File: src/sv/sha1bsh_pkg.sv
`timescale 1ns / 1ps

package sha1bsh_pkg;

	// Initial chaining values.
	localparam logic [31:0] H0 = 32'h67452301;
	localparam logic [31:0] H1 = 32'hEFCDAB89;
	localparam logic [31:0] H2 = 32'h98BADCFE;
	localparam logic [31:0] H3 = 32'h10325476;
	localparam logic [31:0] H4 = 32'hC3D2E1F0;

	// Round constants, one for each group of twenty rounds.
	localparam logic [31:0] K0 = 32'h5A827999;
	localparam logic [31:0] K1 = 32'h6ED9EBA1;
	localparam logic [31:0] K2 = 32'h8F1BBCDC;
	localparam logic [31:0] K3 = 32'hCA62C1D6;

	// Marker byte that opens the padding.
	localparam logic [7:0] PAD_BYTE = 8'h80;

	// Round bookkeeping.
	localparam logic [6:0] LAST_LOAD_ROUND = 7'd15;
	localparam logic [6:0] LAST_ROUND      = 7'd79;
	localparam logic [2:0] LAST_WORD_INDEX = 3'd4;

	// Input beat payload.
	typedef struct packed {
		logic [7:0] data_byte;
		logic       byte_valid;
		logic       last;
	} in_item_t;

	// Output beat payload.
	typedef struct packed {
		logic [31:0] digest_word;
		logic [2:0]  word_index;
		logic        digest_last;
	} out_item_t;

	// One message word on its way from the front end to the compression core.
	typedef struct packed {
		logic [31:0] word;
		logic        msg_end;
	} q_entry_t;

	function automatic logic [31:0] iv_word(input logic [2:0] idx);
		logic [31:0] v;
		case (idx)
			3'd0: v = H0;
			3'd1: v = H1;
			3'd2: v = H2;
			3'd3: v = H3;
			3'd4: v = H4;
			default: v = H0;
		endcase
		return v;
	endfunction

	function automatic logic [31:0] round_k(input logic [6:0] r);
		logic [31:0] v;
		if (r < 7'd20) begin
			v = K0;
		end else if (r < 7'd40) begin
			v = K1;
		end else if (r < 7'd60) begin
			v = K2;
		end else begin
			v = K3;
		end
		return v;
	endfunction

endpackage

File: src/sv/sha1bsh_core.sv
`timescale 1ns / 1ps

module sha1bsh_core (
	input  logic                   clk,
	input  logic                   arst_n,
	input  logic                   pop_valid,
	input  sha1bsh_pkg::q_entry_t  pop_entry,
	output logic                   pop,
	output logic                   out_valid,
	input  logic                   out_ready,
	output sha1bsh_pkg::out_item_t out_item
);

	localparam logic [1:0] B_LOAD  = 2'd0;
	localparam logic [1:0] B_ROUND = 2'd1;
	localparam logic [1:0] B_ADD   = 2'd2;
	localparam logic [1:0] B_OUT   = 2'd3;

	logic [1:0]  bstate_q;
	logic [6:0]  rnd_q;
	logic [2:0]  oidx_q;
	logic        end_q;
	logic [31:0] hash_q [5];
	logic [31:0] v_q [5];
	logic [31:0] w_q [16];
	logic [31:0] hsum [5];
	logic        round_en;
	logic [31:0] wx;
	logic [31:0] wt;
	logic [31:0] f;
	logic [31:0] tsum;

	// A round runs on each word taken from the queue and on every expansion round.
	assign pop      = (bstate_q == B_LOAD) && pop_valid;
	assign round_en = pop || (bstate_q == B_ROUND);

	// Message schedule: the window holds the last sixteen words.
	assign wx = w_q[13] ^ w_q[8] ^ w_q[2] ^ w_q[0];
	assign wt = (bstate_q == B_LOAD) ? pop_entry.word : {wx[30:0], wx[31]};

	// Round function and the new working word.
	always_comb begin
		if (rnd_q < 7'd20) begin
			f = (v_q[1] & v_q[2]) ^ (~v_q[1] & v_q[3]);
		end else if ((rnd_q < 7'd40) || (rnd_q >= 7'd60)) begin
			f = v_q[1] ^ v_q[2] ^ v_q[3];
		end else begin
			f = (v_q[1] & v_q[2]) ^ (v_q[1] & v_q[3]) ^ (v_q[2] & v_q[3]);
		end
		tsum = {v_q[0][26:0], v_q[0][31:27]} + f + v_q[4] + sha1bsh_pkg::round_k(rnd_q) + wt;
	end

	// Chaining update at the end of a block.
	always_comb begin
		for (int i = 0; i < 5; i++) begin
			hsum[i] = hash_q[i] + v_q[i];
		end
	end

	// Digest beats come straight from the hash registers.
	assign out_valid            = (bstate_q == B_OUT);
	assign out_item.digest_word = hash_q[oidx_q];
	assign out_item.word_index  = oidx_q;
	assign out_item.digest_last = (oidx_q == sha1bsh_pkg::LAST_WORD_INDEX);

	// Block sequencer, working variables and hash state.
	always_ff @(posedge clk or negedge arst_n) begin
		if (!arst_n) begin
			bstate_q <= B_LOAD;
			rnd_q    <= 7'd0;
			oidx_q   <= 3'd0;
			end_q    <= 1'b0;
			for (int i = 0; i < 5; i++) begin
				hash_q[i] <= sha1bsh_pkg::iv_word(3'(i));
				v_q[i]    <= sha1bsh_pkg::iv_word(3'(i));
			end
		end else begin
			if (round_en) begin
				v_q[0] <= tsum;
				v_q[1] <= v_q[0];
				v_q[2] <= {v_q[1][1:0], v_q[1][31:2]};
				v_q[3] <= v_q[2];
				v_q[4] <= v_q[3];
			end
			case (bstate_q)
				B_LOAD: begin
					if (pop_valid) begin
						end_q <= pop_entry.msg_end;
						rnd_q <= rnd_q + 7'd1;
						if (rnd_q == sha1bsh_pkg::LAST_LOAD_ROUND) begin
							bstate_q <= B_ROUND;
						end
					end
				end
				B_ROUND: begin
					if (rnd_q == sha1bsh_pkg::LAST_ROUND) begin
						rnd_q    <= 7'd0;
						bstate_q <= B_ADD;
					end else begin
						rnd_q <= rnd_q + 7'd1;
					end
				end
				B_ADD: begin
					for (int i = 0; i < 5; i++) begin
						hash_q[i] <= hsum[i];
						v_q[i]    <= hsum[i];
					end
					bstate_q <= end_q ? B_OUT : B_LOAD;
				end
				B_OUT: begin
					if (out_ready) begin
						if (oidx_q == sha1bsh_pkg::LAST_WORD_INDEX) begin
							oidx_q   <= 3'd0;
							bstate_q <= B_LOAD;
							for (int i = 0; i < 5; i++) begin
								hash_q[i] <= sha1bsh_pkg::iv_word(3'(i));
								v_q[i]    <= sha1bsh_pkg::iv_word(3'(i));
							end
						end else begin
							oidx_q <= oidx_q + 3'd1;
						end
					end
				end
				default: begin
					bstate_q <= B_LOAD;
				end
			endcase
		end
	end

	// Schedule window shifts once per round.
	always_ff @(posedge clk) begin
		if (round_en) begin
			for (int i = 0; i < 15; i++) begin
				w_q[i] <= w_q[i + 1];
			end
			w_q[15] <= wt;
		end
	end

	a_restart_after_digest: assert property (@(posedge clk) disable iff (!arst_n)
		(out_valid && out_ready && (oidx_q == sha1bsh_pkg::LAST_WORD_INDEX))
		|=> (hash_q[0] == sha1bsh_pkg::H0) && (hash_q[4] == sha1bsh_pkg::H4)
		&& (bstate_q == B_LOAD) && (rnd_q == 7'd0))
		else $error("core: hash state not restarted after the final digest beat");

	a_expansion_rounds: assert property (@(posedge clk) disable iff (!arst_n)
		(bstate_q == B_ROUND) |-> (rnd_q > sha1bsh_pkg::LAST_LOAD_ROUND)
		&& (rnd_q <= sha1bsh_pkg::LAST_ROUND))
		else $error("core: expansion round count out of range");

	a_digest_follows_block: assert property (@(posedge clk) disable iff (!arst_n)
		$rose(out_valid) |-> ($past(bstate_q) == B_ADD) && (oidx_q == 3'd0))
		else $error("core: digest started without a finished final block");

endmodule

File: config.mk
export PLATFORM = sky130hd
export DESIGN_NAME = sha1bsh_core
export DESIGN_NICKNAME = d
export VERILOG_FILES = /design/src/sv/sha1bsh_pkg.sv /design/src/sv/sha1bsh_core.sv
export SDC_FILE = /design/constraint.sdc
export NUM_CORES = 2
export LEC_CHECK = 0
export BUFFER_PORTS_ARGS = -buffer_cell sky130_fd_sc_hd__buf_4
export CORE_ASPECT_RATIO = 1.1
export CORE_MARGIN = 1.5
export CORE_UTILIZATION = 35
export DETAILED_ROUTE_END_ITERATION = 10
export PLACE_DENSITY = 0.46
export SLEW_MARGIN = 20
export SYNTH_ARGS = -nofsm -noshare
export SYNTH_HDL_FRONTEND = slang
export SYNTH_SLANG_ARGS = --single-unit
File: constraint.sdc
create_clock -name clk -period 21.7 [get_ports clk]
set_input_delay 2.17 -clock clk [delete_from_list [all_inputs] [get_ports clk]]
set_output_delay 2.17 -clock clk [all_outputs]
set_load 0.05 [all_outputs]
* After elaboration in Yosys (flattened, before gate mapping)
Memories as Yosys holds them, arrays and structs flattened.
Index checks and enable logic that the tools add are counted.
** Cells by class
- $add $sub $neg :: 11
- Magnitude comparators :: 5
- Equal/unequal tests :: 11
- Muxes and demuxes :: 29
- Bitwise gates (word level) :: 14
- Reduce and logical (&&, ||, !) cells :: 11
** Operator list (count)
- $mux W160 :: 5
- $pmux W160 S2 :: 2
- $add A32 B32 Y32 :: 9
- $xor A32 B32 Y32 :: 8
- $mux W32 :: 7
- $and A32 B32 Y32 :: 4
- $bmux W32 S3 :: 1
- $not A32 Y32 :: 1
- $mux W31 :: 1
- $lt A7 B6 Y1 const B :: 2
- $mux W7 :: 2
- $pmux W7 S2 :: 1
- $mux W2 :: 6
- $ne A2 B1 Y1 const B :: 4
- $pmux W2 S4 :: 1
- $add A7 B1 Y7 const B :: 1
- $eq A7 B4 Y1 const B :: 1
- $eq A7 B7 Y1 const B :: 1
- $ge A7 B6 Y1 const B :: 1
- $lt A7 B5 Y1 const B :: 1
- $reduce_and A2 Y1 :: 3
- $reduce_and A5 Y1 :: 1
- $eq A2 B2 Y1 const B :: 2
- $ge A4 B4 Y1 const B :: 1
- other kinds (12) :: 15
** Word-level totals
- Bits in registers :: 333
- Memory bits (writable) :: 512
- Input bits :: 37
- Output and inout bits :: 38
- Logic and storage cells :: 96
- Memories :: 1
** Memories
- w_q :: words 16, width 32, rd ports 16, clocked after Yosys merged registers in 0, write ports 16, line sha1bsh_core.sv:25 : logic [31:0] w_q [16];

* Longest topological paths before layout
- Depth after elaboration :: 13
- Gate-level depth with buffers :: 27
- Depth with buffers taken out :: 25

* Least setup slack after synthesis
OpenSTA, ideal clock, no wires.
- Path kind :: in2reg
- From :: in pop_valid
- To :: reg v_q[151] (netlist name)
- Setup time :: 150 ps
- Data arrival time :: 18296 ps
- Required time :: 21550 ps
- Slack :: 3254 ps
- Stages :: 7
- Path buffers :: 2
- Cell sequence :: nor2_1 > or2_2 > clkbuf_1 > inv_2 > clkbuf_1 > o21ai_0 > o2111ai_1
** Between the ends
- Cells in the longest elaborated chain, start to end :: 6
** RTL lines
- from (decl) :: line sha1bsh_core.sv:6 : input logic pop_valid,
- $logic_and A1 B1 Y1 (*) :: line sha1bsh_core.sv:34 : assign pop = (bstate_q == B_LOAD) && pop_valid;
- $logic_or A1 B1 Y1 (*) :: line sha1bsh_core.sv:35 : assign round_en = pop || (bstate_q == B_ROUND);
- $mux W160 (*) :: line sha1bsh_core.sv:78 : if (round_en) begin
- $mux W160 :: line sha1bsh_core.sv:112 : if (oidx_q == sha1bsh_pkg::LAST_WORD_INDEX) begin
- $mux W160 :: line sha1bsh_core.sv:111 : if (out_ready) begin
- $pmux W160 S2 (*) :: line sha1bsh_core.sv:85 : case (bstate_q)
- to (signal, indexed assignment) :: line sha1bsh_core.sv:75 : v_q[i] <= sha1bsh_pkg::iv_word(3'(i));
- to (signal, indexed assignment) :: line sha1bsh_core.sv:106 : v_q[i] <= hsum[i];
- to (signal, indexed assignment) :: line sha1bsh_core.sv:117 : v_q[i] <= sha1bsh_pkg::iv_word(3'(i));
- to (decl) :: line sha1bsh_core.sv:24 : logic [31:0] v_q [5];
Mark *: on every way between the ends. The rest lies on a longest branch, timed or not.
A chain may end at the register's enable or synchronous reset.

* Worst setup path in the final report
- From :: reg rnd_q[3]
- To :: reg v_q[151] (netlist name)
** Between the ends
- Cells in the longest elaborated chain, start to end :: 12
- Elaborated cells on any way between the ends :: 18
- Classes of those cells :: 4 x add/sub; 4 x order compare; 9 x mux; 1 x reduce/logical
** RTL lines
- from (decl) :: line sha1bsh_core.sv:20 : logic [6:0] rnd_q;
- from (signal assigned) :: line sha1bsh_core.sv:89 : rnd_q <= rnd_q + 7'd1;
- from (signal assigned) :: line sha1bsh_core.sv:100 : rnd_q <= rnd_q + 7'd1;
- $lt A7 B6 Y1 / $ge A7 B6 Y1 (equally long branches) :: line sha1bsh_pkg.sv:63, sha1bsh_core.sv:45
- $logic_or A1 B1 Y1 :: line sha1bsh_core.sv:45 : end else if ((rnd_q < 7'd40) || (rnd_q >= 7'd60)) begin
- $mux W32 :: line sha1bsh_core.sv:45
- $mux W32 :: line sha1bsh_core.sv:43 : if (rnd_q < 7'd20) begin
- $add A32 B32 Y32 (2 in a row) :: line sha1bsh_core.sv:50 : tsum = {v_q[0][26:0], v_q[0][31:27]} + f + v_q[4] + sha1bsh_pkg::round_k(rnd_q) + wt;
- $add A32 B32 Y32 (*) (2 in a row) :: line sha1bsh_core.sv:50
- $mux W160 (*) :: line sha1bsh_core.sv:78
- $mux W160 :: line sha1bsh_core.sv:112
- $mux W160 :: line sha1bsh_core.sv:111
- $pmux W160 S2 (*) :: line sha1bsh_core.sv:85
Marked as above.

==> run_results.csv <==
group,metric,value,unit
setup_path,r2r_setup_slack,14.60,ns
place,pre_cts_ws,14.26,ns
clock_network,cts_hold_buffers,0,
yosys,synth_top_family_by_area,"compound AO/OA/AOI/OAI gates",
setup_path,cp-end-kind,"register",
clock_network,cts.sinks,845,
die,coreArea,125000,µm²
yosys,synth-simple-area-share,9.57,%
sta,worst_slew_pin_slew,1.23,ns
die,die_h,376,µm
final_layout,drive_above_1_share,11.3,%
sta,rsz0062_at_grt,"no",
die,num_rows,136,
yosys,synth_edf_count,512,
die,io_pins,75,
yosys,yosys.area_share.adder,11.1,%
place,gp_congestion,0.861,
final_layout,fillers,12317,
setup_path,worstReg2RegEnd,"v_q[151]",
setup_path,cpMaxStageDelayCell,"a2111oi_0",
yosys,synth.area.top_cells,"edfxtp_1 35%, dfrtp_1 9.8%, dfstp_2 9.5%, fa_1 5.6%, ha_1 5.5%",
setup_path,rr_worst_depth,24,
yosys,synth_area_per_cell,11.4,µm²
final_layout,final_nets,4319,
sta,finalCritPeriodShare,32.7,%
setup_path,arrival,7.63,ns
yosys,synth_mux_area_share,3.31,%
final_layout,final_common_cell,"edfxtp_1",
setup_path,crit_fanout,21,
clock_network,cts_buffer_depth,3,
routing,vias,29393,
final_layout,utilization,39.9,%
grt,globalRouteOverflowTotal,0,
sta,drv_slew,0,
routing,drt-total-wl,125000,µm
clock_network,cts_setup_buffers,0,
yosys,syn_inst,3891,
sta,setup_tns,0,ns
sta,fin_skew,0.0249,ns
clock_network,clk_pin_slew,0.06,ns
yosys,syn_nets,4247,
die,initial_core_util,35.4,%
setup_path,worst-setup-path-type,"reg -> reg",
final_layout,multi_input_area,18900,µm²
setup_path,start_kind,"register",
clock_network,htree_levels,3,
final_layout,ff_latch_area,23900,µm²
yosys,ys_types,94,
setup_path,path_buf_inv,4,
setup_path,crit_family,"compound AO/OA/AOI/OAI gates",
routing,wl_per_cell,21.9,µm
setup_path,cp.required,22.23,ns
grt,grt_pass1_vias,29124,
clock_network,cts_resized,0,
yosys,synth_area_leader_cell,"edfxtp_1",
die,fp.dieArea,129000,µm²
sta,fin_crit,7.10,ns
clock_network,cts_tree,"built",
setup_path,crit_path_cell_trace,"nand3_1 -> nor2_1 -> nor2_1 -> nand2_1 -> buf_4 -> inv_2 -> nor2_2 -> a221oi_1 -> fa_1 -> fa_1 -> inv_1 -> ha_1 -> inv_1 -> fa_1 -> nor2b_1 -> o31ai_1 -> a2111oi_0 -> o211ai_1 -> a31oi_1 -> o21ai_0 -> nand2b_1 -> a21oi_1 -> mux2i_1 -> o2111ai_1",
grt,track_usage,19.3,%
sta,hold_viol,0,
sta,setup_violations,0,
yosys,synth_area,44300,µm²
min_path,hold_end,"w_q[1][94]",
yosys,ys_ff_latch,845,
sta,slew_headroom,17.9,%
sta,max_freq,141,MHz
routing,viasPerCell,5.15,
yosys,yosys_warnings,0,
routing,drtAntennaViolNets,0,
yosys,synth-compound-area-share,13.4,%
sta,whs,0.405,ns
sta,setup_slack,14.60,ns
yosys,synth_ff_type,"edfxtp_1",
die,die_x,342,µm
final_layout,layout-area-overhead-vs-synth,12.7,%
yosys,synth-xor-area-share,5.16,%
setup_path,path_common_cell,"fa_1",
setup_path,max_stage_delay,0.81,ns
run_status,status,"finished clean",
yosys,synthArstFlopShare,39.4,%
routing,drt_iter0_markers,2313,
flow_run,drv_cap,0,
min_path,min_path_type,"reg -> reg",
place,portBuffers,74,
grt,grt_pass1_wl,188000,µm
yosys,synth_top_area_share,34.7,%
yosys,ys_seq_area_share,53.9,%
min_path,worstHoldPathCells,0,
grt,grt_max_degree,202,
clock_network,root_buffer,"clkbuf_16",
setup_path,r2r-start,"rnd_q[3]",
routing,drc,0,
place,hpwl,87300,µm
clock_network,cts_buffers,95,
routing,dr.pass1.iters,6,
grt,antenna_found_initial,0,
clock_network,clock_latency,0.69,ns
min_path,min-delay-start,"w_q[1][126]",
final_layout,layout_common_cells,"512 x edfxtp_1, 451 x nand2_1, 369 x nor2_1",
## worst register-to-register path, delay by kind of cell (launching register included)
| family | cells | cell delay, ns |
|---|---|---|
| multiplexers | 1 | 0.16 |
| AND/OR/NAND/NOR | 7 | 1.41 |
| buffers and inverters | 4 | 0.86 |
| flip-flops | 1 | 0.46 |
| AO/OA/AOI/OAI | 8 | 2.45 |
| adder cells (fa/ha/maj) | 4 | 1.62 |
## per-stage QoR
step	cells	area, µm²
5_1_grt	5701	49900
3_5_place_dp	5521	46800
3_3_place_gp	5521	46800
4_1_cts	5700	49900
2_1_floorplan	3891	44300
6_report	5702	49900
## area by class of cell
type | count | share of cell area (%)
repair buffers | 105 | 1.72
multi-input cells | 2634 | 37.9
clock buffers | 131 | 5.25
well taps | 1656 | 4.15
inverters | 282 | 2.13
clock inverters | 48 | 0.985
diodes | 1 | 0.00501
flip-flops and latches | 845 | 47.9
## synthesized netlist by cell type, types with 12 or more instances
master,count
dfstp_2,160
o21ai_0,183
nand2b_1,30
dfrtp_1,173
edfxtp_1,512
and2_1,12
a21o_1,97
nor3_1,18
a221o_1,14
nor2b_1,22
a211oi_1,21
nor2_1,371
clkbuf_1,99
xnor2_1,210
o211ai_1,14
o21bai_1,24
o22ai_1,41
mux2i_1,143
a31oi_1,69
xor2_1,51
and3_1,13
nand3_1,27
a21oi_1,230
a32oi_1,14
nand4_1,16
o21a_1,56
nand2_1,452
fa_1,125
ha_1,194
buf_1,30
inv_1,279
## state kept, by name (all words and copies together) (netlist names)
signal / flops
hash_q: 160
rnd_q: 7
v_q: 160
w_q: 512
end_q: 1
oidx_q: 3
bstate_q: 2
## worst max-delay path by stage
| stage | from | endpoint | slack, ns | cells past startpoint |
|---|---|---|---|---|
| finish | rnd_q[3] | v_q[151] | 14.60 | 24 |
| global route | rnd_q[3] | v_q[151] | 14.02 | 24 |
| CTS | rnd_q[3] | v_q[151] | 14.46 | 24 |
| detailed placement | pop_entry[1] | v_q[151] | 14.26 | 21 |
| global placement | pop_entry[1] | v_q[151] | 14.31 | 21 |
| floorplan | pop_valid | v_q[151] | 3.25 | 7 |
## routing by layer
| metal | vias to the layer above | wire length (µm) | track usage [%] |
|---|---|---|---|
| li1 | 13912 | - | - |
| met2 | 519 | 57300 | 30.3 |
| met3 | 135 | 4170 | 2.15 |
| met1 | 14827 | 61100 | 28.4 |
| met5 | - | 0 | 0 |
| met4 | 0 | 2310 | 4.89 |
## kinds of logic after synthesis
kind of cell	count (synthesis)
flip-flops	845
XOR/XNOR	261
AO/OA/AOI/OAI	901
AND/OR/NAND/NOR	1007
adder cells (fa/ha/maj)	319
multiplexers	146
buffers and inverters	412
Power is left out: the tool's default activity adds up to more than one toggle a clock period on the data nets, which glitch-free logic cannot reach.
