## config.mk

```make
export PLATFORM = sky130hd
export DESIGN_NAME = sha1bsh_queue
export DESIGN_NICKNAME = d
export VERILOG_FILES = /design/src/sv/sha1bsh_pkg.sv /design/src/sv/sha1bsh_queue.sv
export SDC_FILE = /design/constraint.sdc
export NUM_CORES = 1
export LEC_CHECK = 0
export BUFFER_PORTS_ARGS = -buffer_cell sky130_fd_sc_hd__buf_2
export CAP_MARGIN = 5
export CORE_MARGIN = 2
export CORE_UTILIZATION = 50
export CTS_CLUSTER_SIZE = 30
export DETAILED_ROUTE_END_ITERATION = 8
export HOLD_SLACK_MARGIN = 0.08
export MAX_ROUTING_LAYER = met4
export PLACE_DENSITY = 0.81
export SLEW_MARGIN = 20
export SYNTH_ARGS = -nofsm -noshare
export SYNTH_HDL_FRONTEND = slang
export SYNTH_SLANG_ARGS = --single-unit
```

## constraint.sdc

```tcl
create_clock -name clk -period 2.75 [get_ports clk]
set_clock_uncertainty 0.15 [all_clocks]
set_input_delay 0.1375 -clock clk [delete_from_list [all_inputs] [get_ports clk]]
set_output_delay 0.1375 -clock clk [all_outputs]
set_load 0.01 [all_outputs]
```

## src/sv/sha1bsh_pkg.sv

```systemverilog
`timescale 1ns / 1ps

package sha1bsh_pkg;

	// Initial chaining values.
	localparam logic [31:0] H0 = 32'h67452301;
	localparam logic [31:0] H1 = 32'hEFCDAB89;
	localparam logic [31:0] H2 = 32'h98BADCFE;
	localparam logic [31:0] H3 = 32'h10325476;
	localparam logic [31:0] H4 = 32'hC3D2E1F0;

	// Round constants, one for each group of twenty rounds.
	localparam logic [31:0] K0 = 32'h5A827999;
	localparam logic [31:0] K1 = 32'h6ED9EBA1;
	localparam logic [31:0] K2 = 32'h8F1BBCDC;
	localparam logic [31:0] K3 = 32'hCA62C1D6;

	// Marker byte that opens the padding.
	localparam logic [7:0] PAD_BYTE = 8'h80;

	// Round bookkeeping.
	localparam logic [6:0] LAST_LOAD_ROUND = 7'd15;
	localparam logic [6:0] LAST_ROUND      = 7'd79;
	localparam logic [2:0] LAST_WORD_INDEX = 3'd4;

	// Input beat payload.
	typedef struct packed {
		logic [7:0] data_byte;
		logic       byte_valid;
		logic       last;
	} in_item_t;

	// Output beat payload.
	typedef struct packed {
		logic [31:0] digest_word;
		logic [2:0]  word_index;
		logic        digest_last;
	} out_item_t;

	// One message word on its way from the front end to the compression core.
	typedef struct packed {
		logic [31:0] word;
		logic        msg_end;
	} q_entry_t;

	function automatic logic [31:0] iv_word(input logic [2:0] idx);
		logic [31:0] v;
		case (idx)
			3'd0: v = H0;
			3'd1: v = H1;
			3'd2: v = H2;
			3'd3: v = H3;
			3'd4: v = H4;
			default: v = H0;
		endcase
		return v;
	endfunction

	function automatic logic [31:0] round_k(input logic [6:0] r);
		logic [31:0] v;
		if (r < 7'd20) begin
			v = K0;
		end else if (r < 7'd40) begin
			v = K1;
		end else if (r < 7'd60) begin
			v = K2;
		end else begin
			v = K3;
		end
		return v;
	endfunction

endpackage

```

## src/sv/sha1bsh_queue.sv

```systemverilog
`timescale 1ns / 1ps

module sha1bsh_queue #(
	parameter int DEPTH = 4
) (
	input  logic                  clk,
	input  logic                  arst_n,
	input  logic                  push_valid,
	input  sha1bsh_pkg::q_entry_t push_entry,
	output logic                  full,
	input  logic                  pop,
	output logic                  pop_valid,
	output sha1bsh_pkg::q_entry_t pop_entry
);

	localparam int PW = $clog2(DEPTH);
	localparam int CW = $clog2(DEPTH + 1);

	sha1bsh_pkg::q_entry_t entry_q [DEPTH];
	logic [PW-1:0] wr_ptr_q;
	logic [PW-1:0] rd_ptr_q;
	logic [CW-1:0] count_q;
	logic          do_push;
	logic          do_pop;

	assign full      = (count_q == CW'(DEPTH));
	assign pop_valid = (count_q != '0);
	assign pop_entry = entry_q[rd_ptr_q];
	assign do_push   = push_valid && !full;
	assign do_pop    = pop && pop_valid;

	// Pointers and occupancy.
	always_ff @(posedge clk or negedge arst_n) begin
		if (!arst_n) begin
			wr_ptr_q <= '0;
			rd_ptr_q <= '0;
			count_q  <= '0;
		end else begin
			if (do_push) begin
				wr_ptr_q <= (wr_ptr_q == PW'(DEPTH - 1)) ? '0 : wr_ptr_q + 1'b1;
			end
			if (do_pop) begin
				rd_ptr_q <= (rd_ptr_q == PW'(DEPTH - 1)) ? '0 : rd_ptr_q + 1'b1;
			end
			case ({do_push, do_pop})
				2'b10: count_q <= count_q + 1'b1;
				2'b01: count_q <= count_q - 1'b1;
				default: count_q <= count_q;
			endcase
		end
	end

	// Entry storage.
	always_ff @(posedge clk) begin
		if (do_push) begin
			entry_q[wr_ptr_q] <= push_entry;
		end
	end

	a_no_push_when_full: assert property (@(posedge clk) disable iff (!arst_n)
		full |-> !push_valid)
		else $error("queue: word offered while the queue is full");

	a_no_pop_when_empty: assert property (@(posedge clk) disable iff (!arst_n)
		pop |-> pop_valid)
		else $error("queue: word taken from an empty queue");

endmodule

```

; After elaboration in Yosys (flattened, before gate mapping)
; Memory sizes are Yosys's and may differ from the RTL's.
; Index checks and enable logic that the tools add are counted.
[totals]
regBits = 7
ramBits = 132
input_bits = 37
wordCells = 23
memories = 1
[op_classes]
n_addsub = 4
eq_ne = 5
muxes = 5
n_reduce_logical = 5
[mem_list]
columns = memory, words, word_bits, rd, rd_ports_with_merged_regs, write_ports, line_no
row1 = entry_q, 4, 33, 1, 0, 1, sha1bsh_queue.sv:19  ; sha1bsh_pkg::q_entry_t entry_q [DEPTH];
[op_table]
columns = op, n
row1 = $eq 2x2->1 const B, 3
row2 = $pmux 3 s2, 1
row3 = $add 2x1->2 const B, 2
row4 = $mux 2, 2
row5 = $add 3x1->3 const B, 1
row6 = $eq 3x3->1 const B, 1
row7 = $reduce_bool 3->1, 1
row8 = $sub 3x1->3 const B, 1
row9 = $eq 2x1->1 const B, 1
row10 = $logic_and 1x1->1, 2
row11 = $mux 1, 2
row12 = $reduce_bool 2->1, 1
row13 = $logic_not 1->1, 1

; Depth between registers and ports, before layout
; Gate-level depths: netlist of the first run.
[logic_depth]
ltp_word = 5
ltp_mapped = 9
ltp_nobuf = 9

; Least setup slack after synthesis of the first run
; No wires, ideal clock.
[synth_path]
kind = flip-flop to flip-flop
startpoint = register count_q[2]
endpoint = memory entry_q[0][0] (netlist bit) (enable)
arrival_ns = 1.621
t_required_ns = 2.207
slack_ns = 0.586
path_stages_with_launch = 4
path_buffers = 0
cell_sequence = dfrtp_1 nor3b_2 nor2b_2 and2_1
[synth_via]
elab_chain_cells = 5
[synth_rtl]
columns = item, line_no
row1 = from (decl), sha1bsh_queue.sv:22  ; logic [CW-1:0] count_q;
row2 = from (signal assigned), sha1bsh_queue.sv:46  ; 2'b10: count_q <= count_q + 1'b1;
row3 = from (signal assigned), sha1bsh_queue.sv:47  ; 2'b01: count_q <= count_q - 1'b1;
row4 = from (signal assigned), sha1bsh_queue.sv:48  ; default: count_q <= count_q;
row5 = $eq 3x3->1, sha1bsh_queue.sv:26  ; assign full = (count_q == CW'(DEPTH));
row6 = net full, sha1bsh_queue.sv:10  ; output logic full,
row7 = $logic_not 1->1, sha1bsh_queue.sv:29  ; assign do_push = push_valid && !full;
row8 = $logic_and 1x1->1, sha1bsh_queue.sv:29
row9 = $mux 1, sha1bsh_queue.sv:55  ; if (do_push) begin
row10 = $mux 1 (implied by the code), sha1bsh_queue.sv:56  ; entry_q[wr_ptr_q] <= push_entry;
row11 = to (decl), sha1bsh_queue.sv:19
; The timed path passes the listed nets, and every way through them passes these cells.

==> results.md, run 1 <==
- H-tree depth: 4
- Post-CTS setup repair buffer count: 0
- Peak per-stage delay on the critical path: 0.61 ns
- Endpoint type of the worst setup path: output pin
- Largest family of logic cells by synthesized area: multiplexers
- Synth Area in Adders: 1.80%
- Switching part of the total: 27.1%
- Die W: 107 µm
- Mux cell area share after synthesis: 15.5%
- Root Driver: clkbuf_8
- Simple-gate portion of the synthesized area: 1.52%
- # port buffers: between 70 and 80
- Vias per inst: 5.11
- Slew at the pin closest to its max-slew limit: 0.829 ns
- Drt initial violations: 131
- Core footprint: 0.0103 mm²
- Total global routing overflow: 0
- Antenna diodes: 0
- Worst Setup Path Type: flop to output pin
- Starting density of the core: 51.3%
- Crit Path Max Fanout: 27
- Pwr Density: 1080 mW/mm²
- Pleak: 2.45 nW
- #FFs+latches synth: between 100 and 150
- CTS Buf Count: 17
- Synth Warn #: 0
- VDD IR max: roughly 0.68 mV
- Crit-path cells: buf_12 > mux4_1 > buf_2
- Met3 usage: 5.23%
- Met2 Usage GRT: 27.8%
- Status: complete, no violations
- Via count: approximately 2500
- Commonest non-fill, non-tap cells in the layout: 132 x edfxtp_1, 71 x buf_2, 37 x dlygate4sd3_1
- Setup violators final: 0
- Post-layout nets: ~380
- Hold-fix buffers, CTS: 37
- Final routed DRC violation total: 0
- Hold path cells: 2
- CP required: around 2.5 ns
- Die footprint: around 0.011 mm²
- Drt wl/cell: 18.0 µm
- Worst R2R Path Depth: 9
- Net Sw Power: roughly 2 mW
- Seq pwr share: 41.6%
- Syn Inst Count: between 200 and 250
- Startpoint types: flop
- Maxcap violations: 0
- Layout cell share with drive strength beyond 1: between 40% and 50%
- Vias in the first global route: 2678
- Most Crowded Layer GR: met2
- Minimum clock period: between 2 and 2.5 ns
- Max Slew Vio Count: 0
- Cell area after synthesis: roughly 0.0053 mm²
- RSZ-0062 raised after global routing: false
- WHS: 0.231 ns
- Worst-Skew Late Latency: roughly 0.5 ns
- Post-synth net total: 257
- Compound-Gate Fraction of Synth Area: 0%
- Max Root-Sink Buffers: 2
- Comb power frac: 25.8%
- DRT Pass-1 Iters: 4
- Largest net degree at the start of global routing: 36
- Worst rel slew slack: 44.7%
- Total routed wirelength: 8740 µm
- First-pass GRT wire length: 14000 µm
- Met1 Use GR: between 20% and 30%
- Achievable Freq: 412 MHz
- Area delta synth->final: 29.0%
- Ports: 72
- Setup TNS: 0 ns
- Total GRT Usage: 17.5%
- Synth Area in XOR/XNOR: 0.498%
- Commonest non-fill, non-tap cell in the layout: edfxtp_1
- Avg Cell Area, Syn: between 20 and 25 µm²
- Detailed Place HPWL: a little over 5000 µm
- HP Class: input port to flop
- Clk slew on worst S/H paths: ~0.060 ns
- Worst path slowest cell: mux4_1
- CTS sink count: between 100 and 150
- Register area share after synthesis: 78.5%
- Internal power: 5.36 mW
- Clock network power share: 32.6%
- RePlAce Congestion: 0.725
- Final hold vios: 0
- Distinct cells, synth: 20
- Rows: 37
- Post-DRT Antenna Nets: 0
- Die Ht: 107 µm
- Crit path DAT: 2.14 ns
- Initial antenna violation count: 0
- Final Cycle Share: around nine tenths
- Resized cells post-CTS: 0
- CTS tree: done
-- worst max-delay path, delay by kind of cell (launching register included) --
family	cells	cell delay [ns]
multiplexers	1	0.61
buffers and inverters	2	0.44
flip-flops	1	0.56
-- layer usage --
| layer | share of wire [%] | up-vias | wire, µm |
|---|---|---|---|
| li1 | - | 1142 | - |
| met1 | 44 | 1261 | 3860 |
| met2 | 50 | 67 | 4400 |
| met3 | 4.4 | 8 | 386 |
| met4 | 0.98 | 0 | 86 |
| met5 | 0 | - | 0 |
-- worst paths after layout --
kind                                     from       endpoint  slack (ns)
min in group asynchronous              arst_n     count_q[1]        0.44
worst min-delay path            push_entry[1]  entry_q[3][1]        0.23
worst min register to register     count_q[2]     count_q[2]        0.35
worst max-delay path              rd_ptr_q[0]   pop_entry[0]        0.32
worst max register to register     count_q[0]     count_q[2]        0.60
max in group asynchronous              arst_n    rd_ptr_q[1]        1.74
-- synth_stat cells (all sizes together) --
master	n	area share, %
and2	4	0.47
buf	8	1.7
dfrtp	7	3.3
edfxtp	132	75
fa	1	0.38
ha	6	1.4
inv	7	0.50
mux2	4	0.85
mux2i	1	0.19
mux4	33	14
nand2	1	0.21
nor2	3	0.21
nor2b	1	0.17
nor3b	1	0.24
or3	1	0.21
xnor2	1	0.17
xor2	2	0.33
-- per-stage QoR --
stage	cells	setup slack, ns	util, %	cell area (µm²)	power [mW]
CTS	485	0.255	66.2	6810	7.46
finish	485	0.321	66.2	6810	7.35
global route	485	0.193	66.2	6810	7.72
floorplan	213	0.586	-	5280	4.37
detailed placement	417	0.640	56.5	5800	5.01
global placement	417	0.717	56.5	5800	4.97
-- kinds of logic after synthesis --
family,after synthesis
DFF,139
buffers and inverters,15
xor gates and xnor gates,3
muxes,38
and+or+nand+nor,11
adders and majority gates,7
-- state kept, by name (all words and copies together), names as in the netlist --
name	flops
wr_ptr_q	2
rd_ptr_q	2
entry_q	132
count_q	3
-- final cells by class --
class                      instances  area, µm²
sequential                       139       4140
fill                             696       3470
multi-input combinational         59       1020
timing repair buffer             113        813
clock buffer                      17        414
clock inverter                    14        218
tap                              136        170
inverter                           7       26.3
-- power by group through the flow --
stage / clock network [mW] / logic (mW) / registers [mW]
after global routing: 2.53 / 2.07 / 3.12
after floorplan: 0 / 1.43 / 2.94
final: 2.40 / 1.90 / 3.06
after CTS: 2.43 / 1.95 / 3.08
after global placement: 0 / 1.88 / 3.09
after detailed placement: 0 / 1.90 / 3.11
(Power assumes the default switching activity.)
==> run 2: changes to the inputs <==
--- a/config.mk
+++ b/config.mk
@@ -8,12 +8,13 @@
 export BUFFER_PORTS_ARGS = -buffer_cell sky130_fd_sc_hd__buf_2
 export CAP_MARGIN = 5
 export CORE_MARGIN = 2
-export CORE_UTILIZATION = 50
+export CORE_UTILIZATION = 48
 export CTS_CLUSTER_SIZE = 30
 export DETAILED_ROUTE_END_ITERATION = 8
 export HOLD_SLACK_MARGIN = 0.08
 export MAX_ROUTING_LAYER = met4
-export PLACE_DENSITY = 0.81
+export PLACE_DENSITY = 0.78
+export REMOVE_ABC_BUFFERS = 1
 export SLEW_MARGIN = 20
 export SYNTH_ARGS = -nofsm -noshare
 export SYNTH_HDL_FRONTEND = slang
==> constraint.sdc (replaced) <==
create_clock -name clk -period 2.75 [get_ports clk]
set_clock_uncertainty 0.15 [all_clocks]
set_input_delay 0 -clock clk [delete_from_list [all_inputs] [get_ports clk]]
set_output_delay 0 -clock clk [all_outputs]
set_load 0.01 [all_outputs]
==> results.md, run 2 (synthesized netlist as in run 1, its figures left out) <==
- Top reg by flops: entry_q
- Minimum clock period: 2.23 ns (-0.197 ns)
- Largest net degree at the start of global routing: 27 (-25%)
- Slew at the pin closest to its max-slew limit: 0.517 ns (-0.312 ns)
- Worst r2r src: count_q[0]
- CTS tree: done
- VDD IR max: 0.724 mV (+6.5%)
- Commonest non-fill, non-tap cell in the layout: edfxtp_1
- Vias per inst: 5.12 (+0.23%)
- Initial antenna violation count: 1 (+1)
- Worst rel slew slack: 65.5% (+21 points)
- Crit Path Max Fanout: 26 (-3.7%)
- Hold path startpoint: push_entry[8]
- CTS sink count: 139 (unchanged)
- Hold-fix buffers, CTS: 57 (+54%)
- # port buffers: 71 (unchanged)
- Die footprint: 0.0118 mm² (+4.0%)
- Via count: 2622 (+5.8%)
- Worst R2R Path Depth: 9 (unchanged)
- Status: complete, no violations
- Total GRT Usage: 18.6% (+1.2 points)
- Pleak: 2.54 nW (+3.7%)
- Max Root-Sink Buffers: 2 (unchanged)
- Vias in the first global route: 2901 (+8.3%)
- Achievable Freq: 448 MHz (+8.8%)
- Finished Core Util: 65.1% (-1.1 points)
- Max Slew Vio Count: 0 (unchanged)
- Max reg flops: 132 (unchanged)
- Worst-Skew Late Latency: 0.51 ns (about the same)
- Crit path from: rd_ptr_q[0]
- DRT Pass-1 Iters: 4 (unchanged)
- Commonest non-fill, non-tap cells in the layout: 132 x edfxtp_1, 71 x buf_2, 57 x dlygate4sd3_1
- Layout cell share with drive strength beyond 1: 40.4% (-2.3 points)
- HP Class: input port to flop
- Setup violators final: 0 (unchanged)
- Final routed DRC violation total: 0 (unchanged)
- Endpoint type of the worst setup path: output pin
- Detailed Place HPWL: 5700 µm (+12%)
- Area delta synth->final: 33.2%
- Pwr Density: 1050 mW/mm² (-2.7%)
- Final Cycle Share: 81.2% (-7.2 points)
- Clk slew on worst S/H paths: 0.06 ns (about the same)
- Die Ht: 109 µm (+2.0%)
- Core footprint: 0.0108 mm² (+5.0%)
- H-tree depth: 4 (unchanged)
- Largest regs: entry_q (132), count_q (3)
- Post-DRT Antenna Nets: 0 (unchanged)
- # fillers: 709 (+1.9%)
- Ports: 72 (unchanged)
- Post-CTS setup repair buffer count: 0 (unchanged)
- Maxcap violations: 0 (unchanged)
- Setup TNS: 0 ns (unchanged)
- Rows: 38 (+2.7%)
- Hold path cells: 2 (unchanged)
- Die W: 109 µm (+2.0%)
- Starting density of the core: 48.9% (-2.5 points)
- Final hold vios: 0 (unchanged)
- Startpoint types: flop
- Resized cells post-CTS: 0 (unchanged)
- Post-layout nets: 402 (+5.5%)
- CTS Buf Count: 17 (unchanged)
- Drt initial violations: 111 (-15%)
- CP required: 2.60 ns (+0.14 ns)
- RePlAce Congestion: 0.711 (-1.9%)
- First-pass GRT wire length: 15000 µm (+6.6%)
- Root Driver: clkbuf_8
- Total global routing overflow: 0 (unchanged)
- Worst Setup Path Type: flop to output pin
- Crit path DAT: 2.08 ns (-0.06 ns)
- Drt wl/cell: 18.4 µm (+2.2%)
- Total routed wirelength: 9430 µm (+7.9%)
- RSZ-0062 raised after global routing: false
-- run 2: cell types whose count changed in the layout (fill, tap and decap cells not counted), sizes merged --
cell / change
clkbuf: +1
diode: +1
dlygate4sd3: +20
clkinvlp: -1
bufinv: -1
buf: +1
clkinv: -1
inv: +3
-- run 2: final timing paths --
| path | to | slack [ns] |
|---|---|---|
| max | pop_entry[29] | 0.52 |
| min | entry_q[2][8] | 0.10 |
| max reg2reg | count_q[2] | 0.61 |
| min reg2reg | count_q[2] | 0.37 |
| max in group asynchronous | rd_ptr_q[0] | 1.92 |
| min in group asynchronous | count_q[1] | 0.27 |
-- run 2: critical path: stages, from the launching register on --
cell     delay (ns)
dfrtp_2        0.56
buf_12         0.28
mux4_2         0.55
buf_2          0.16
-- run 2: final cells by class --
| type | instances | area, µm² | share of cell area, % |
|---|---|---|---|
| clock inverter | 14 | 208 | 2.96 |
| sequential | 139 | 4140 | 58.9 |
| multi-input combinational | 59 | 1020 | 14.6 |
| inverter | 7 | 26.3 | 0.374 |
| timing repair buffer | 134 | 1030 | 14.7 |
| clock buffer | 18 | 418 | 5.95 |
| antenna | 1 | 2.50 | 0.0356 |
| tap | 140 | 175 | 2.49 |
-- run 2: metal layers --
metal  wire, µm  global-route usage (%)  vias to the layer above
li1           -                       -                     1186
met1       3830                    21.4                     1351
met2       5050                    31.0                       70
met3        418                    5.38                       15
met4        136                    7.51                        0
met5          0                       -                        -
-- run 2: per-stage QoR --
| stage | hold WS [ns] | total power, mW | std cells | worst slack, ns | instance area, µm² |
|---|---|---|---|---|---|
| 2_1_floorplan | -0.446 | 4.23 | 205 | 0.397 | 5180 |
| 3_3_place_gp | -0.312 | 4.98 | 422 | 0.739 | 5830 |
| 3_5_place_dp | -0.308 | 5.05 | 422 | 0.637 | 5830 |
| 4_1_cts | 0.0807 | 7.49 | 511 | 0.439 | 7030 |
| 5_1_grt | 0.100 | 7.77 | 512 | 0.395 | 7030 |
| 6_report | 0.102 | 7.39 | 512 | 0.518 | 7030 |
-- run 2: where the power goes --
part / switching (mW) / total (mW) / internal [mW] / leakage [nW]
logic: 0.971 / 1.99 / 1.02 / 0.949
clock network: 0.867 / 2.36 / 1.50 / 0.299
registers: 0.225 / 3.03 / 2.81 / 1.29
