### config.mk
export PLATFORM = sky130hd
export DESIGN_NAME = sha1bsh_front
export DESIGN_NICKNAME = d
export VERILOG_FILES = /design/src/sv/sha1bsh_pkg.sv /design/src/sv/sha1bsh_front.sv
export SDC_FILE = /design/constraint.sdc
export NUM_CORES = 1
export LEC_CHECK = 0
export BUFFER_PORTS_ARGS = -buffer_cell sky130_fd_sc_hd__buf_2
export CORE_ASPECT_RATIO = 0.6
export CORE_MARGIN = 2
export CORE_UTILIZATION = 50
export CTS_CLUSTER_DIAMETER = 30
export DETAILED_ROUTE_END_ITERATION = 16
export PLACE_DENSITY_LB_ADDON = 0.2
export SYNTH_ARGS = -nofsm -noshare
export SYNTH_HDL_FRONTEND = slang
export SYNTH_SLANG_ARGS = --single-unit
### constraint.sdc
create_clock -name clk -period 2.8 [get_ports clk]
set_input_delay 0.56 -clock clk [delete_from_list [all_inputs] [get_ports clk]]
set_output_delay 0.56 -clock clk [all_outputs]
set_load 0.01 [all_outputs]
### src/sv/sha1bsh_pkg.sv
`timescale 1ns / 1ps

package sha1bsh_pkg;

	// Initial chaining values.
	localparam logic [31:0] H0 = 32'h67452301;
	localparam logic [31:0] H1 = 32'hEFCDAB89;
	localparam logic [31:0] H2 = 32'h98BADCFE;
	localparam logic [31:0] H3 = 32'h10325476;
	localparam logic [31:0] H4 = 32'hC3D2E1F0;

	// Round constants, one for each group of twenty rounds.
	localparam logic [31:0] K0 = 32'h5A827999;
	localparam logic [31:0] K1 = 32'h6ED9EBA1;
	localparam logic [31:0] K2 = 32'h8F1BBCDC;
	localparam logic [31:0] K3 = 32'hCA62C1D6;

	// Marker byte that opens the padding.
	localparam logic [7:0] PAD_BYTE = 8'h80;

	// Round bookkeeping.
	localparam logic [6:0] LAST_LOAD_ROUND = 7'd15;
	localparam logic [6:0] LAST_ROUND      = 7'd79;
	localparam logic [2:0] LAST_WORD_INDEX = 3'd4;

	// Input beat payload.
	typedef struct packed {
		logic [7:0] data_byte;
		logic       byte_valid;
		logic       last;
	} in_item_t;

	// Output beat payload.
	typedef struct packed {
		logic [31:0] digest_word;
		logic [2:0]  word_index;
		logic        digest_last;
	} out_item_t;

	// One message word on its way from the front end to the compression core.
	typedef struct packed {
		logic [31:0] word;
		logic        msg_end;
	} q_entry_t;

	function automatic logic [31:0] iv_word(input logic [2:0] idx);
		logic [31:0] v;
		case (idx)
			3'd0: v = H0;
			3'd1: v = H1;
			3'd2: v = H2;
			3'd3: v = H3;
			3'd4: v = H4;
			default: v = H0;
		endcase
		return v;
	endfunction

	function automatic logic [31:0] round_k(input logic [6:0] r);
		logic [31:0] v;
		if (r < 7'd20) begin
			v = K0;
		end else if (r < 7'd40) begin
			v = K1;
		end else if (r < 7'd60) begin
			v = K2;
		end else begin
			v = K3;
		end
		return v;
	endfunction

endpackage

### src/sv/sha1bsh_front.sv
`timescale 1ns / 1ps

module sha1bsh_front (
	input  logic                  clk,
	input  logic                  arst_n,
	input  logic                  in_valid,
	output logic                  in_ready,
	input  sha1bsh_pkg::in_item_t in_item,
	output logic                  push_valid,
	output sha1bsh_pkg::q_entry_t push_entry,
	input  logic                  q_full
);

	localparam logic [2:0] F_IDLE  = 3'd0;
	localparam logic [2:0] F_FIRST = 3'd1;
	localparam logic [2:0] F_ZERO  = 3'd2;
	localparam logic [2:0] F_LENHI = 3'd3;
	localparam logic [2:0] F_LENLO = 3'd4;

	logic [2:0]  state_q;
	logic [5:0]  fill_q;
	logic [60:0] total_q;
	logic [3:0]  wcnt_q;
	logic [23:0] acc_q;
	logic        in_fire;
	logic        take_byte;
	logic [31:0] first_word;

	// Bytes are taken only outside padding and while the queue has room.
	assign in_ready  = (state_q == F_IDLE) && !q_full;
	assign in_fire   = in_valid && in_ready;
	assign take_byte = in_fire && in_item.byte_valid;

	// Word that holds the tail of the message and the marker byte.
	always_comb begin
		case (fill_q[1:0])
			2'd0: first_word = {sha1bsh_pkg::PAD_BYTE, 24'h000000};
			2'd1: first_word = {acc_q[23:16], sha1bsh_pkg::PAD_BYTE, 16'h0000};
			2'd2: first_word = {acc_q[23:8], sha1bsh_pkg::PAD_BYTE, 8'h00};
			2'd3: first_word = {acc_q, sha1bsh_pkg::PAD_BYTE};
			default: first_word = 32'h00000000;
		endcase
	end

	// Words toward the queue: packed message words, then the padding words.
	always_comb begin
		push_valid         = 1'b0;
		push_entry.word    = 32'h00000000;
		push_entry.msg_end = 1'b0;
		case (state_q)
			F_IDLE: begin
				if (take_byte && (fill_q[1:0] == 2'd3)) begin
					push_valid      = 1'b1;
					push_entry.word = {acc_q, in_item.data_byte};
				end
			end
			F_FIRST: begin
				push_valid      = !q_full;
				push_entry.word = first_word;
			end
			F_ZERO: begin
				push_valid = !q_full;
			end
			F_LENHI: begin
				push_valid      = !q_full;
				push_entry.word = total_q[60:29];
			end
			F_LENLO: begin
				push_valid         = !q_full;
				push_entry.word    = {total_q[28:0], 3'b000};
				push_entry.msg_end = 1'b1;
			end
			default: begin
				push_valid = 1'b0;
			end
		endcase
	end

	// Byte counting and the padding sequence.
	always_ff @(posedge clk or negedge arst_n) begin
		if (!arst_n) begin
			state_q <= F_IDLE;
			fill_q  <= 6'd0;
			total_q <= 61'd0;
			wcnt_q  <= 4'd0;
		end else begin
			case (state_q)
				F_IDLE: begin
					if (take_byte) begin
						fill_q  <= fill_q + 6'd1;
						total_q <= total_q + 61'd1;
					end
					if (in_fire && in_item.last) begin
						state_q <= F_FIRST;
					end
				end
				F_FIRST: begin
					if (!q_full) begin
						wcnt_q  <= fill_q[5:2] + 4'd1;
						state_q <= (fill_q[5:2] == 4'd13) ? F_LENHI : F_ZERO;
					end
				end
				F_ZERO: begin
					if (!q_full) begin
						wcnt_q <= wcnt_q + 4'd1;
						if (wcnt_q == 4'd13) begin
							state_q <= F_LENHI;
						end
					end
				end
				F_LENHI: begin
					if (!q_full) begin
						state_q <= F_LENLO;
					end
				end
				F_LENLO: begin
					if (!q_full) begin
						state_q <= F_IDLE;
						fill_q  <= 6'd0;
						total_q <= 61'd0;
					end
				end
				default: begin
					state_q <= F_IDLE;
				end
			endcase
		end
	end

	// Partial word, most significant byte first.
	always_ff @(posedge clk) begin
		if (take_byte) begin
			case (fill_q[1:0])
				2'd0: acc_q[23:16] <= in_item.data_byte;
				2'd1: acc_q[15:8]  <= in_item.data_byte;
				2'd2: acc_q[7:0]   <= in_item.data_byte;
				default: acc_q <= acc_q;
			endcase
		end
	end

endmodule

## Word level (Yosys, flattened, before mapping)

Index checks and enable logic that the tools add are counted.
Widths: inputs -> output; s select.

| word-level totals | value |
|---|---|
| register bits after elaboration | 98 |
| input port bits | 14 |
| output and inout bits | 35 |
| word-level logic and storage cells | 67 |

| operators by class | value |
|---|---|
| $add $sub $neg | 4 |
| equality and inequality tests | 16 |
| mux-type cells | 23 |
| reduce and logical (&&, ||, !) cells | 17 |

Operator list:

| cell | number |
|---|---|
| $pmux 32 s4 | 2 |
| $mux 61 | 2 |
| $pmux 61 s2 | 1 |
| $add 61x1->61 const B | 1 |
| $mux 32 | 1 |
| $mux 3 | 6 |
| $pmux 3 s5 | 1 |
| $mux 6 | 2 |
| $ne 2x2->1 const B | 6 |
| $pmux 6 s2 | 1 |
| $add 4x1->4 const B | 2 |
| $eq 4x4->1 const B | 2 |
| $mux 4 | 2 |
| $pmux 4 s2 | 1 |
| $add 6x1->6 const B | 1 |
| $eq 3x2->1 const B | 2 |
| $reduce_and 2->1 | 3 |
| $reduce_and 3->1 | 2 |
| $reduce_and 6->1 | 1 |
| $logic_and 1x1->1 | 5 |
| $eq 2x2->1 const B | 2 |
| $reduce_bool 2->1 | 2 |
| $reduce_or 4->1 | 1 |
| $eq 3x1->1 const B | 1 |
| other kinds (8) | 10 |

## Depth between registers and ports, before layout

Gate-level depths: netlist (run 1).

| depth | value |
|---|---|
| depth after elaboration | 7 |
| gate-level depth with buffers | 10 |
| mapped depth without buffers | 9 |

## Worst setup path after synthesis (run 1)

Ideal clock, no wire load.

| timing | value |
|---|---|
| path kind | register to output |
| from | register fill_q[0] |
| to | output push_entry[25] (netlist bit) |
| arrival time | 1,988 ps |
| required time | 2,240 ps |
| slack | 252 ps |
| stages on the path, launching flop included | 7 |
| path buffers | 1 |
| cells stage by stage | dfrtp_1 ha_1 clkbuf_1 inv_1 nor4b_2 nor2_1 o21ai_0 |

RTL lines:

| item | RTL line | source |
|---|---|---|
| from (decl) | sha1bsh_front.sv:21 | `logic [5:0] fill_q;` |
| from (signal assigned) | sha1bsh_front.sv:90 | `fill_q <= fill_q + 6'd1;` |
| to (decl) | sha1bsh_front.sv:10 | `output sha1bsh_pkg::q_entry_t push_entry,` |

==> results of run 1 <==
power groups by stage:
stage / Combinational (mW) / Clock, mW / Sequential [mW]
6_report: 1.27 / 1.23 / 1.93
5_1_grt: 1.38 / 1.29 / 1.95
4_1_cts: 1.21 / 1.24 / 1.90
3_3_place_gp: 1.15 / 0 / 1.92
2_1_floorplan: 0.831 / 0 / 1.79
3_5_place_dp: 1.18 / 0 / 1.93
cell type report:
cell class | instances | area share
clock buffer | 9 | 0.0329
timing repair buffer | 81 | 0.0778
clock inverter | 7 | 0.00860
sequential | 98 | 0.377
inverter | 30 | 0.0168
multi-input combinational | 497 | 0.458
tap | 160 | 0.0293
metal layers:
| layer | up-vias | track usage | share of wire |
|---|---|---|---|
| li1 | 2694 | - | - |
| met1 | 2947 | 0.482 | 0.44 |
| met2 | 425 | 0.439 | 0.40 |
| met3 | 37 | 0.113 | 0.15 |
| met4 | 0 | 0.0829 | 0.015 |
| met5 | - | 0 | 0 |
through the flow:
step	worst slack, ns	cell area, sq um	hold WS [ns]	setup TNS, ns
after detailed placement	0.204	6480	0.518	0
after CTS	0.00938	6780	0.181	0
final	0.0819	6840	0.165	0
after global placement	0.274	6480	0.499	0
after global routing	-0.0879	6840	0.194	-0.336
after floorplan	0.252	5990	0.264	0
synth_stat cells (6+ instances only):
library cell and n:
sky130_fd_sc_hd__a21oi_1 22, sky130_fd_sc_hd__nor2_1 35, sky130_fd_sc_hd__nand2_1 69, sky130_fd_sc_hd__nor3_1 17, sky130_fd_sc_hd__edfxtp_1 24, sky130_fd_sc_hd__a222oi_1 11
sky130_fd_sc_hd__o31ai_1 6, sky130_fd_sc_hd__o311ai_0 6, sky130_fd_sc_hd__or4_1 7, sky130_fd_sc_hd__and3_1 11, sky130_fd_sc_hd__inv_1 29, sky130_fd_sc_hd__o21ai_0 71
sky130_fd_sc_hd__or3_1 6, sky130_fd_sc_hd__and2_1 8, sky130_fd_sc_hd__buf_2 14, sky130_fd_sc_hd__nand4_1 35, sky130_fd_sc_hd__o211ai_1 8, sky130_fd_sc_hd__dfrtp_1 74
sky130_fd_sc_hd__clkbuf_1 41, sky130_fd_sc_hd__a41oi_1 6, sky130_fd_sc_hd__a22oi_1 9, sky130_fd_sc_hd__a22o_1 12, sky130_fd_sc_hd__nand3_1 33, sky130_fd_sc_hd__ha_1 7
sky130_fd_sc_hd__nor4_1 12, sky130_fd_sc_hd__a21o_1 16, sky130_fd_sc_hd__a31oi_1 35
flip-flops by register name, summed over array words and instances, names as in the netlist:
| register | flops |
|---|---|
| total_q | 61 |
| fill_q | 6 |
| wcnt_q | 4 |
| acc_q | 24 |
| state_q | 3 |
worst max path at each step:
stage                           to  slack (ns)  depth (start not counted)
floorplan           push_entry[25]        0.25                          6
detailed placement  push_entry[23]        0.20                          4
global placement    push_entry[27]        0.27                          6
CTS                 push_entry[25]       0.009                          5
global route        push_entry[25]       -0.09                          5
finish               push_entry[9]        0.08                          8
critical path: stages, from the launching register on:
cell and delay, ns:
sky130_fd_sc_hd__dfrtp_2 0.44, sky130_fd_sc_hd__ha_1 0.23, sky130_fd_sc_hd__inv_2 0.11, sky130_fd_sc_hd__nor4b_4 0.06, sky130_fd_sc_hd__buf_4 0.17, sky130_fd_sc_hd__a21o_2 0.24, sky130_fd_sc_hd__a222oi_1 0.34, sky130_fd_sc_hd__inv_1 0.07
sky130_fd_sc_hd__buf_2 0.15
kinds of logic after synthesis:
family / Yosys count / synth area share
and+or+nand+nor: 259 / 0.234
AOI/OAI and AO/OA: 226 / 0.253
DFF: 98 / 0.429
buffers and inverters: 89 / 0.0595
adders and majority gates: 7 / 0.0146
muxes: 4 / 0.00710
xor gates and xnor gates: 1 / 0.00146
repair_timing:
item	4_1_cts	5_1_grt
buffers inserted	0	2
resized for setup	3	13
setup endpoints to repair	20	24
pin swaps	1	1
==> qor.txt, run 1 <==
==================================================================================
Pins Over Slew Limit                                                             0
Cell taking the most area after synthesis                             sky130_fd_sc_hd__dfrtp_1
Synth area leaders                                                    sky130_fd_sc_hd__dfrtp_1 (31%), sky130_fd_sc_hd__edfxtp_1 (12%), sky130_fd_sc_hd__o21ai_0 (5.9%)
Total track usage                                                            0.322
Post-synth ARST share                                                        0.755
Total of hold buffers inserted after clock tree synthesis                        0
Number of ports placed on the die boundary                                      49
Status                                                                finished, final reports clean
Maximum ir drop on the vdd rail                                           0.327 mV
R2r worst-path depth                                                             6
Global-route wire length before repair                                     31.4 mm
Instance count of the mapped netlist                                           684
Post-layout net count                                                          738
Share of the synthesized area in the top cell type                           0.309
Power per cell area                                                    647 nW/um^2
Mapped cell area                                                        5990 sq um
Area of the multi-input gates                                           3130 sq um
Final routed wirelength across all metal layers                            20.5 mm
Detailed placement HPWL                                                    14.6 mm
Launch point of the worst reg-to-reg path                             total_q[1]$_DFFE_PN0P_
Max Freq                                                                   368 MHz
Sequential fraction of the synthesis area                                    0.429
Die outline height                                                    88.8 microns
Diode insertion count for antenna repair                                         0
Fill cell instance count of the final layout                                  1017
Number of distinct library cells after synthesis                                67
Detail-routed via count per cell                                              6.92
CTS max path bufs                                                                2
H-tree depth                                                                     3
Warning count from the yosys run                                                 0
Average wire per cell in the routed design                            23.2 microns
Average size of a mapped cell                                           8.76 sq um
TritonCTS clock tree                                                           yes
Sequential share of power                                                    0.436
LEAKAGE                                                                    2.92 nW
Worst Max-Slew Pin Slew                                                   0.688 ns
Clock share of power                                                         0.277
Switching portion of total power                                             0.378
PnR Total Power                                                            4.42 mW
Growth of design area from synthesis to finish                               14.1%
DRC violations left                                                              0
Final count of negative-setup-slack endpoints                                    0
Port buffer count                                                               48
Worst slew margin relative to its limit                                      0.542
Clock-pin transition on the worst setup and hold timing paths              0.07 ns
Via count of the first global-routing pass                                    5345
Root Driver                                                           sky130_fd_sc_hd__clkbuf_16
Count of max-cap constraint violations                                           0
Final critical-path share of the clock period                                0.971
Number of DRC violations after detailed-routing iteration 0                    783
Standard-cell row count                                                         30
Worst-case register-to-register setup slack                                0.36 ns
Post-Route Utilization                                                       0.595
Clock tree sinks                                                                98
Fraction of layout instances using a drive strength above 1                  0.179
Pin count of the biggest net entering global routing                            64
Prevailing post-synth register cell                                   sky130_fd_sc_hd__dfrtp_1
Data arrival at the endpoint of the critical path                          2.16 ns
Critical path origin                                                  fill_q[0]$_DFFE_PN0P_
Worst-skew pair later-pin latency                                          0.36 ns
Number of flops mapped to enable cells by yosys                                 24
Router iterations before antenna repair                                          7
CP startpoint kind                                                            flop
Antenna violations before repair                                                 0
Fin. Hold Viols                                                                  0
R2R Path End                                                          total_q[54]$_DFFE_PN0P_
FF/Latch Area                                                           2580 sq um
Net count after synthesis                                                      705
Largest fanout on the critical path                                              7
Combinational share of power                                                 0.287
Worst min-delay path category                                          in -> async
Final std cells w/o fill                                                       882
Worst Skew                                                              0.00872 ns
Die Wd                                                                 145 microns
Clock buffer count from CTS                                                      9
Number of synthesized register bits                                             98
Type of the worst setup path                                            reg -> out
Internal power consumption                                                 2.75 mW
Total number of vias                                                          6103
Overall overflow remaining after global route                                    0
Area of the core region                                                11500 sq um
Post-layout minimum cycle time                                             2.72 ns
Endpoint class of the critical path                                    output port
Initial core utilization                                                     0.521
Number of placed cells counting well taps                                      864
Worst path required time                                                   2.24 ns
Highest-count cells in the layout ignoring fill and taps              sky130_fd_sc_hd__o21ai_0 (71), sky130_fd_sc_hd__dfrtp_1 (71), sky130_fd_sc_hd__nand2_1 (69), sky130_fd_sc_hd__buf_2 (47)
Remaining number of nets flagged by the antenna check after routing              0
Die Footprint                                                          12900 sq um
Power spent charging and discharging nets                                  1.67 mW
GPL Wtd Cong                                                                 0.992
==================================================================================
No activity file was read; power rests on OpenSTA's default activity.
==> run 2: changes to the inputs <==
- clock period: 2.8 -> 3.27 ns (I/O delays scaled with it)
==> qor.txt, run 2 (synthesized netlist as in run 1, its figures left out) <==
==================================================================================
Maximum ir drop on the vdd rail                                           0.291 mV   was 0.327 mV
Pin count of the biggest net entering global routing                            75   was 64
Initial core utilization                                                     0.521   unchanged
Diode insertion count for antenna repair                                         0   unchanged
Detail-routed via count per cell                                              7.06   was 6.92
Master of the slowest instance on the critical path                   sky130_fd_sc_hd__o31ai_2   was sky130_fd_sc_hd__dfrtp_2
Post-layout net count                                                          719   was 738
Type of the worst setup path                                            reg -> out   unchanged
Power per cell area                                                    568 nW/um^2   was 647 nW/um^2
Register containing the most flip-flops in the final layout                total_q   unchanged
Status                                                                finished, final reports clean   unchanged
Endpoint class of the critical path                                    output port   unchanged
PnR Total Power                                                            3.78 mW   was 4.42 mW
Detailed placement HPWL                                                    14.4 mm   was 14.6 mm
Cell-by-cell listing of the critical path                             buf_4 -> or3b_2 -> o31ai_2 -> a221o_1 -> buf_2   was ha_1 -> inv_2 -> nor4b_4 -> buf_4 -> a21o_2 -> a222oi_1 -> inv_1 -> buf_2
Registers with the most flip-flops                                    total_q x61, acc_q x24, fill_q x6   unchanged
Worst path setup slack after routing                                     0.0752 ns   was 0.0819 ns
Area of the core region                                                11500 sq um   unchanged
H-tree depth                                                                     3   unchanged
Setup slack after placement                                               0.374 ns   was 0.204 ns
Die Footprint                                                          12900 sq um   unchanged
Remaining number of nets flagged by the antenna check after routing              0   unchanged
Post-layout minimum cycle time                                             3.19 ns
Overall overflow remaining after global route                                    0   unchanged
R2r worst-path depth                                                             6   unchanged
Buffers inserted by post-CTS timing repair                                       0   unchanged
Number of DRC violations after detailed-routing iteration 0                   1031   was 783
Pins Over Slew Limit                                                             0   unchanged
Clock tree sinks                                                                98   unchanged
CP startpoint kind                                                            flop   unchanged
Count of max-cap constraint violations                                           0   unchanged
Peak per-stage delay on the critical path                                  0.59 ns   was 0.44 ns
Worst Skew                                                               0.0104 ns   was 0.00872 ns
Largest fanout on the critical path                                              9   was 7
Worst min-delay path category                                          in -> async   unchanged
Total Neg Setup Slack                                                         0 ns   unchanged
Final count of negative-setup-slack endpoints                                    0   unchanged
Total track usage                                                            0.327   was 0.322
Die outline height                                                    88.8 microns   unchanged
Root Driver                                                           sky130_fd_sc_hd__clkbuf_16   unchanged
Final critical-path share of the clock period                                0.977
Worst Max-Slew Pin Slew                                                    1.01 ns   was 0.688 ns
Data arrival at the endpoint of the critical path                          2.54 ns   was 2.16 ns
TritonCTS clock tree                                                           yes   unchanged
Number of ports placed on the die boundary                                      49   unchanged
Max Freq                                                                   313 MHz
Hold Worst Slack                                                          0.473 ns   was 0.165 ns
CTS max path bufs                                                                2   unchanged
Router iterations before antenna repair                                          6   was 7
Die Wd                                                                 145 microns   unchanged
DRC violations left                                                              0   unchanged
Worst path required time                                                   2.62 ns   was 2.24 ns
Antenna violations before repair                                                 0   unchanged
Worst slew margin relative to its limit                                      0.327   was 0.542
Via count of the first global-routing pass                                    5464   was 5345
Average wire per cell in the routed design                            23.8 microns   was 23.2 microns
Clock buffer count from CTS                                                      9   unchanged
Post-Route Utilization                                                       0.580   was 0.595
Highest-count cells in the layout ignoring fill and taps              sky130_fd_sc_hd__dfrtp_1 (73), sky130_fd_sc_hd__o21ai_0 (71), sky130_fd_sc_hd__nand2_1 (69), sky130_fd_sc_hd__buf_2 (47)   was sky130_fd_sc_hd__o21ai_0 (71), sky130_fd_sc_hd__dfrtp_1 (71), sky130_fd_sc_hd__nand2_1 (69), sky130_fd_sc_hd__buf_2 (47)
Total of hold buffers inserted after clock tree synthesis                        0   unchanged
Flip-flop count of the largest register after layout                            61   unchanged
Fraction of layout instances using a drive strength above 1                  0.144   was 0.179
Final routed wirelength across all metal layers                            20.6 mm   was 20.5 mm
Worst-skew pair later-pin latency                                          0.35 ns   was 0.36 ns
Global-route wire length before repair                                     32.2 mm   was 31.4 mm
Standard-cell row count                                                         30   unchanged
Fin. Hold Viols                                                                  0   unchanged
Clock-pin transition on the worst setup and hold timing paths              0.07 ns   about the same
Most common library cell in the layout ignoring fill and taps         sky130_fd_sc_hd__dfrtp_1
Port buffer count                                                               48   unchanged
LEAKAGE                                                                    2.81 nW   was 2.92 nW
GPL Wtd Cong                                                                 0.982   was 0.992
Total number of vias                                                          6094   was 6103
Growth of design area from synthesis to finish                               11.1%   was 14.1%
==================================================================================
run 2: area by class of cell:
cell class	count	area [sq um]
fill	1028	4830
multi-input combinational	497	3090
sequential	98	2570
timing repair buffer	62	373
clock buffer	10	229
tap	160	200
inverter	30	115
clock inverter	6	72.6
run 2: worst max-delay path, delay by kind of cell, from the launching register on:
family          cells  cell delay, ns
buf+inv             2            0.32
compound gates      2            0.86
simple gates        1            0.58
flops               1            0.44
run 2: power breakdown:
group / switching [mW] / leakage (nW) / internal [mW]
combinational: 0.619 / 1.45 / 0.367
clock: 0.499 / 0.144 / 0.604
sequential: 0.296 / 1.22 / 1.40
total: 1.41 / 2.81 / 2.37
run 2: path summary, 6_finish.rpt:
path                                    startpoint                      end  slack, ns
max                         state_q[0]$_DFFE_PN0P_           push_entry[23]       0.08
min                                         arst_n  total_q[30]$_DFFE_PN0P_       0.47
max reg2reg                total_q[31]$_DFFE_PN0P_  total_q[44]$_DFFE_PN0P_       0.61
min reg2reg                  wcnt_q[3]$_DFFE_PN0P_    wcnt_q[3]$_DFFE_PN0P_       0.53
max in group asynchronous                   arst_n   state_q[1]$_DFFE_PN0P_       2.09
min in group clk             wcnt_q[3]$_DFFE_PN0P_    wcnt_q[3]$_DFFE_PN0P_       0.53
run 2: timing repair:
item                                    in CTS  in global routing
endpoints found under the hold margin        0                  0
endpoints found under the setup margin       0                 23
gates resized for setup                      0                  5
run 2: per-layer routing:
metal,up-vias,part of all wire,global-route usage
met5,-,0,0
met4,0,0.024,0.0873
met3,51,0.16,0.122
met2,477,0.38,0.438
met1,2915,0.43,0.490
li1,2651,-,-
run 2: per-stage QoR:
step,std cells,instance area (sq um)
after floorplan,684,5990
after global placement,847,6340
after detailed placement,847,6340
after CTS,863,6640
after global routing,863,6660
final,863,6660
